===== src/hdl/edfd_pkg.sv =====
package edfd_pkg;

    typedef struct packed {
        logic [7:0] hall_digit_code;
        logic [7:0] spare_byte_a;
        logic [7:0] spare_byte_b;
        logic [7:0] status_byte_a;
        logic [7:0] high_digit_code;
        logic [7:0] low_digit_code;
        logic [7:0] status_byte_b;
    } frame_t;

    typedef struct packed {
        logic [6:0] third_char;
        logic [6:0] high_char;
        logic [6:0] low_char;
        logic [1:0] direction;
        logic [3:0] fault_status;
        logic       bad_frame;
    } result_t;

    typedef struct packed {
        logic [1:0] direction;
        logic [3:0] fault_status;
    } status_t;

    localparam logic [6:0] UNKNOWN_CHAR = 7'h3F;

    localparam logic [1:0] DIR_IDLE = 2'd0;
    localparam logic [1:0] DIR_UP   = 2'd1;
    localparam logic [1:0] DIR_DOWN = 2'd2;

    localparam logic [3:0] FAULT_NONE   = 4'd0;
    localparam logic [3:0] FAULT_FRD    = 4'd1;
    localparam logic [3:0] FAULT_OLF    = 4'd2;
    localparam logic [3:0] FAULT_EAQ    = 4'd3;
    localparam logic [3:0] FAULT_LOCKED = 4'd4;
    localparam logic [3:0] FAULT_HEL    = 4'd5;
    localparam logic [3:0] FAULT_PRC    = 4'd6;
    localparam logic [3:0] FAULT_OSS    = 4'd7;
    localparam logic [3:0] FAULT_OSI    = 4'd8;
    localparam logic [3:0] FAULT_ATS    = 4'd9;
    localparam logic [3:0] FAULT_BPI    = 4'd10;

endpackage


===== src/hdl/edfd_char_decode.sv =====
module edfd_char_decode (
    input  logic [7:0] code,
    output logic [6:0] ch,
    output logic       unknown
);
    import edfd_pkg::*;

    always_comb
    begin
        unique case (code)
            8'h3F:   ch = 7'h30;
            8'h06:   ch = 7'h31;
            8'h5B:   ch = 7'h32;
            8'h4F:   ch = 7'h33;
            8'h66:   ch = 7'h34;
            8'h6D:   ch = 7'h35;
            8'h7D:   ch = 7'h36;
            8'h07:   ch = 7'h37;
            8'h7F:   ch = 7'h38;
            8'h6F:   ch = 7'h39;
            8'h00:   ch = 7'h20;
            8'h77:   ch = 7'h41;
            8'h91:   ch = 7'h42;
            8'h39:   ch = 7'h43;
            8'h92:   ch = 7'h44;
            8'h79:   ch = 7'h45;
            8'h71:   ch = 7'h46;
            8'h93:   ch = 7'h47;
            8'h76:   ch = 7'h48;
            8'h94:   ch = 7'h49;
            8'h1E:   ch = 7'h4A;
            8'h95:   ch = 7'h4B;
            8'h38:   ch = 7'h4C;
            8'h96:   ch = 7'h4D;
            8'h97:   ch = 7'h4E;
            8'h98:   ch = 7'h4F;
            8'h73:   ch = 7'h50;
            8'h99:   ch = 7'h51;
            8'h9A:   ch = 7'h52;
            8'h9B:   ch = 7'h53;
            8'h9C:   ch = 7'h54;
            8'h3E:   ch = 7'h55;
            8'h9D:   ch = 7'h56;
            8'h9E:   ch = 7'h57;
            8'h9F:   ch = 7'h58;
            8'hA0:   ch = 7'h59;
            8'hA1:   ch = 7'h5A;
            8'h40:   ch = 7'h2D;
            default: ch = UNKNOWN_CHAR;
        endcase
    end

    assign unknown = (ch == UNKNOWN_CHAR);

endmodule


===== src/hdl/edfd_status_encode.sv =====
module edfd_status_encode (
    input  logic [7:0]        status_byte_a,
    input  logic [7:0]        status_byte_b,
    output edfd_pkg::status_t status
);
    import edfd_pkg::*;

    logic [7:0] s3;
    logic [7:0] s6;

    assign s3 = status_byte_a;
    assign s6 = status_byte_b;

    always_comb
    begin
        status.direction    = DIR_IDLE;
        status.fault_status = FAULT_NONE;
        if (!s3[7])
        begin
            // cob board
            priority if (s6[4]) status.direction = DIR_UP;
            else if (s6[5])     status.direction = DIR_DOWN;
            else                status.direction = DIR_IDLE;

            priority if (s6[0]) status.fault_status = FAULT_FRD;
            else if (s6[1])     status.fault_status = FAULT_HEL;
            else if (s6[6])     status.fault_status = FAULT_OLF;
            else if (s6[7])     status.fault_status = FAULT_OSS;
            else if (s3[0])     status.fault_status = FAULT_OSI;
            else if (s3[1])     status.fault_status = FAULT_ATS;
            else if (s3[2])     status.fault_status = FAULT_PRC;
            else if (s3[3])     status.fault_status = FAULT_EAQ;
            else if (s3[6])     status.fault_status = FAULT_LOCKED;
            else                status.fault_status = FAULT_NONE;
        end
        else
        begin
            // fcb board
            priority if (s6[0]) status.direction = DIR_UP;
            else if (s6[1])     status.direction = DIR_DOWN;
            else                status.direction = DIR_IDLE;

            priority if (s3[6]) status.fault_status = FAULT_FRD;
            else if (s6[7])     status.fault_status = FAULT_LOCKED;
            else if (s3[5])     status.fault_status = FAULT_HEL;
            else if (s3[2])     status.fault_status = FAULT_PRC;
            else if (s3[0])     status.fault_status = FAULT_OSI;
            else if (s3[1])     status.fault_status = FAULT_ATS;
            else if (s6[6])     status.fault_status = FAULT_BPI;
            else                status.fault_status = FAULT_NONE;
        end
    end

endmodule


===== src/hdl/elevator_display_frame_decoder.sv =====
// elevator display frame decoder
// frame channel: one seven-byte display frame per transaction (frame_valid,
// frame_stall, frame). result channel: decoded characters, direction, fault
// status and bad_frame flag per transaction (result_valid, result_stall,
// result).
// a frame equal to the last stored good frame gives no result transaction.
// a frame with an unknown digit code gives a result with bad_frame set and
// leaves the stored frame unchanged.
// path: a frame transaction is captured in the input register, then decoded
// into the result register, which drives result_valid.
// throughput: one frame per cycle while frame_stall is low, set by the single
// decode stage between the input register and the result register.
// reset: both stages empty, stored frame all zeros, so an all-zero frame
// right after reset is a duplicate.
// result_stall holds the full result register; the input register keeps taking
// frames until it is full too, then frame_stall rises in the same cycle.
module elevator_display_frame_decoder (
    input  logic               clk,
    input  logic               rst_n,
    input  logic               frame_valid,
    output logic               frame_stall,
    input  edfd_pkg::frame_t   frame,
    output logic               result_valid,
    input  logic               result_stall,
    output edfd_pkg::result_t  result
);
    import edfd_pkg::*;

    logic    frame_valid_reg;
    frame_t  frame_reg;
    frame_t  last_frame_reg;
    frame_t  last_frame_next;
    logic    result_valid_reg;
    logic    result_valid_next;
    result_t result_reg;
    result_t result_next;

    logic    advance;
    logic    duplicate;
    logic    fire;
    logic    bad;
    logic    unk_third;
    logic    unk_high;
    logic    unk_low;
    logic [6:0] third_ch;
    logic [6:0] high_ch;
    logic [6:0] low_ch;
    status_t status;

    assign advance     = !result_valid_reg || !result_stall;
    assign frame_stall = frame_valid_reg && !advance;

    always_ff @(posedge clk or negedge rst_n)
    begin
        if (!rst_n)
        begin
            frame_valid_reg <= 1'b0;
        end
        else if (!frame_stall)
        begin
            frame_valid_reg <= frame_valid;
        end
    end

    always_ff @(posedge clk)
    begin
        if (!frame_stall && frame_valid)
        begin
            frame_reg <= frame;
        end
    end

    edfd_char_decode u_third (
        .code    (frame_reg.hall_digit_code),
        .ch      (third_ch),
        .unknown (unk_third)
    );

    edfd_char_decode u_high (
        .code    (frame_reg.high_digit_code),
        .ch      (high_ch),
        .unknown (unk_high)
    );

    edfd_char_decode u_low (
        .code    (frame_reg.low_digit_code),
        .ch      (low_ch),
        .unknown (unk_low)
    );

    edfd_status_encode u_status (
        .status_byte_a (frame_reg.status_byte_a),
        .status_byte_b (frame_reg.status_byte_b),
        .status        (status)
    );

    assign bad       = unk_third || unk_high || unk_low;
    assign duplicate = (frame_reg == last_frame_reg);
    assign fire      = frame_valid_reg && advance && !duplicate;

    always_comb
    begin
        result_next.third_char   = third_ch;
        result_next.high_char    = high_ch;
        result_next.low_char     = low_ch;
        result_next.bad_frame    = bad;
        result_next.direction    = bad ? DIR_IDLE : status.direction;
        result_next.fault_status = bad ? FAULT_NONE : status.fault_status;

        if (fire)
        begin
            result_valid_next = 1'b1;
        end
        else if (!result_stall)
        begin
            result_valid_next = 1'b0;
        end
        else
        begin
            result_valid_next = result_valid_reg;
        end

        last_frame_next = (fire && !bad) ? frame_reg : last_frame_reg;
    end

    always_ff @(posedge clk or negedge rst_n)
    begin
        if (!rst_n)
        begin
            result_valid_reg <= 1'b0;
            last_frame_reg   <= '0;
        end
        else
        begin
            result_valid_reg <= result_valid_next;
            last_frame_reg   <= last_frame_next;
        end
    end

    always_ff @(posedge clk)
    begin
        if (fire)
        begin
            result_reg <= result_next;
        end
    end

    assign result_valid = result_valid_reg;
    assign result       = result_reg;

    a_store_only_on_good: assert property (
        @(posedge clk) disable iff (!rst_n)
        !$stable(last_frame_reg) |-> $past(fire) && !$past(bad)
    ) else $error("stored frame changed without a good result");

    a_good_result_stored: assert property (
        @(posedge clk) disable iff (!rst_n)
        fire && !bad |=> result_valid && !result.bad_frame
            && last_frame_reg == $past(frame_reg)
    ) else $error("good result not stored");

    a_bad_no_status: assert property (
        @(posedge clk) disable iff (!rst_n)
        result_valid && result.bad_frame |->
            result.direction == DIR_IDLE && result.fault_status == FAULT_NONE
    ) else $error("bad frame carries status");

    a_stall_needs_full: assert property (
        @(posedge clk) disable iff (!rst_n)
        frame_stall |-> frame_valid_reg && result_valid_reg && result_stall
    ) else $error("frame stalled without a full pipeline");

endmodule


===== config.mk =====
export PLATFORM = sky130hd
export DESIGN_NAME = elevator_display_frame_decoder
export DESIGN_NICKNAME = d
export VERILOG_FILES = /design/src/hdl/edfd_pkg.sv /design/src/hdl/edfd_char_decode.sv /design/src/hdl/edfd_status_encode.sv /design/src/hdl/elevator_display_frame_decoder.sv
export SDC_FILE = /design/constraint.sdc
export NUM_CORES = 1
export LEC_CHECK = 0
export BUFFER_PORTS_ARGS = -buffer_cell sky130_fd_sc_hd__buf_4
export CAP_MARGIN = 10
export CORE_UTILIZATION = 40
export CTS_CLUSTER_SIZE = 8
export DETAILED_ROUTE_END_ITERATION = 10
export SLEW_MARGIN = 20
export SYNTH_ARGS = -nofsm -noshare
export SYNTH_HDL_FRONTEND = slang
export SYNTH_SLANG_ARGS = --single-unit

===== constraint.sdc =====
create_clock -name clk -period 7.6 [get_ports clk]
set_clock_uncertainty 0.15 [all_clocks]
set_input_delay 0.38 -clock clk [delete_from_list [all_inputs] [get_ports clk]]
set_output_delay 0.38 -clock clk [all_outputs]
set_load 0.005 [all_outputs]

==> impl_results.md <==
- Avg Vias per Cell: around 5.6
- PwrDens: 203 nW/um2
- FILL cells: 1822
- Status: finished, final reports clean
- Primary FF master, synth: edfxtp_1
- Layout cells sized above 1: a little under a quarter
- Gr usage total: 19.5%
- Pre-CTS WS: roughly 3.7 ns
- Antenna cells: 0
- F_max: between 200 and 300 MHz
- Antenna violations before repair: 0
- CTS H-tree depth: 4
- Largest family of logic cells by synthesized area: simple AND/OR/NAND/NOR gates
- WP data arrival: just over 4 ns
- Die H: ~150 um
- Fin. max-slew vios: 0
- Syn. warnings: 0
- WP data required: between 7 and 8 ns
- Post-synth EDFFs: 84
- Post-synth top area share: 30.7%
- Post-synth ARST share: ~41%
- Initial Utilization: between 40% and 50%
- Library cells used by synthesis: 84
- Most frequent cells in the layout: buf_4 (93), edfxtp_1 (84), xnor2_1 (58), dfrtp_1 (58), dlygate4sd3_1 (58)
- Tmin final: approximately 4 ns
- Buffers added on ports: 89
- Post-DP HPWL: 13.1 mm
- # clock sinks: 142
- Vias in the first global route: 6196
- Setup violators final: 0
- Hold Vio Cnt, Final: 0
- First-pass DRT Iterations: 6
- Post-Synth XOR/XNOR Area: 6.71%
- Post-Syn Nets: 790
- #FFs+latches synth: 142
- Sequential fraction of the synthesis area: 48.3%
- Wire per inst: 17.8 um
- Crit end category: flop
- Area fraction in compound gates after synthesis: 10.2%
- Max cap viols: 0
- Grt total ovfl: 0
- 1st-iter DRT viols: 631
- LEAKAGE: around 0.0038 uW
- CTS clock-pin slew for the worst setup and hold paths: around 0.060 ns
- Synth Instances: 730
- Die ar.: 21100 um2
- Via count: 6268
- Detail Route Antenna Nets: 0
- Synthesized area: ~8200 um2
- Setup_tns: 0 ns
- Area grow syn2layout: 22.2%
- FF/Latch Area: 3970 um2
- CTS tree: done
- Synth area leader: edfxtp_1
- Post-synthesis mux area share: between 9 and 10%
- Maximum vdd drop: 0.157 mV
- Total CTS buffers: 17
- Multi-input gate area: 3800 um2
- Post-Syn Area per Cell: roughly 11 um2
- Startpoint types: flop
- Skew-Pair Late Insertion Delay: around 0.43 ns
- Setup ws final: 3.61 ns
- GP Congestion: slightly below 0.9
- Final wirelength: 20.0 mm
- Post-CTS Resized: 0
- Crit Path Max Fanout: 28
- Slew margin rel.: 24.8%
- Crit path kind: flop to flop
- First-pass GRT wire length: 32.6 mm
- Most common cell after layout, fill and taps aside: buf_4
- Remaining DRCs: 0
- Worst-case clock buffer depth: 2
- Top-Level Pins: 90
- Die width: 145 um
- RSZ-0062 raised after global routing: no
- Core Region: 20200 um2
- Worst-Margin Slew: around 1.1 ns
- Largest net degree at the start of global routing: 59
- Layout Nets: 900
- Synth Area in Adders: 0%
- Rows: 52
- Min-Delay Path Class: primary input to flop
- Synth Area in Simple Gates: 19.5%
- Tcrit/Tclk final: 52.5%
- Root Driver: clkbuf_16
- Synth area leaders: edfxtp_1 (31%), dfrtp_1 (18%), mux2_4 (7.3%)
[cell type report]
cell class	count	area share, %
repair buffers	151	12.7
multi-input cells	511	37.8
clock buffers	17	4.23
clock inverters	15	1.66
flip-flops and latches	142	39.5
well taps	270	3.36
inverters	17	0.635
[per-layer routing]
metal | up-vias | routed length (um) | global-route usage [%] | share of wire [%]
met5 | - | 0 | 0 | 0
met3 | 24 | 984 | 3.10 | 4.9
met4 | 0 | 316 | 6.89 | 1.6
met2 | 236 | 9710 | 31.5 | 49
li1 | 2953 | - | - | -
met1 | 3055 | 9000 | 26.5 | 45
[cell families (layout without fill, tap and decap cells)]
logic type | count (synthesis) | in the layout
flops | 142 | 142
buf+inv | 77 | 200
compound gates | 118 | 118
mux | 59 | 59
xor+xnor | 63 | 63
simple gates | 271 | 271
[report_power, final]
group          total, uW  switching, uW  internal [uW]  leakage (uW)
clock network        835            367            468      0.000294
registers            958           79.1            879       0.00157
logic                244            105            138       0.00191
total               2040            552           1490       0.00378
[cell usage after synthesis (10+ instances only)]
cell type	number
edfxtp_1	84
dfrtp_1	58
xnor2_1	58
nand2_1	45
mux2_4	40
nor2_1	40
buf_2	28
a21oi_1	26
o21ai_0	22
nand4_1	21
nor3_1	19
nand3_1	18
inv_1	17
nor2b_1	17
nor4_1	17
mux2_2	16
nand2b_1	15
clkbuf_1	12
nand3b_1	10
[critical path, stage by stage, from the launching register on]
cell and delay [ns]:
edfxtp_1 0.67, nor4bb_1 1.01, nand2_1 0.27, and4_1 0.30, and4b_1 0.27, nor4_4 0.30, buf_4 0.49, mux2_2 0.39
[stage by stage]
stage / power, uW / cells / util [%] / cell area (um2) / hold WS (ns)
floorplan: 1100 / 730 / - / 8220 / -0.0656
global placement: 1190 / 1033 / 44.0 / 8880 / 0.339
detailed placement: 1190 / 1033 / 44.0 / 8880 / 0.348
CTS: 2060 / 1123 / 49.8 / 10000 / 0.0248
global route: 2120 / 1123 / 49.8 / 10000 / 0.0539
finish: 2040 / 1123 / 49.8 / 10000 / 0.0483
[worst paths after layout]
path | from | depth (start not counted) | to | slack (ns)
setup / recovery | frame_reg[15] | 7 | last_frame_reg[3] | 3.61
min in group asynchronous | rst_n | 2 | last_frame_reg[32] | 0.40
setup reg to reg | frame_reg[15] | 7 | last_frame_reg[3] | 3.61
hold reg to reg | frame_valid_reg | 2 | result_valid | 0.37
hold / removal | result_stall | 3 | result_valid | 0.05
max in group asynchronous | rst_n | 2 | last_frame_reg[12] | 6.38
[repair_timing]
action                                 4_1_cts  5_1_grt
endpoints found under the hold margin      115        0
hold buffers                                58        0
setup buffers                                0        0
(Power assumes the default switching activity.)
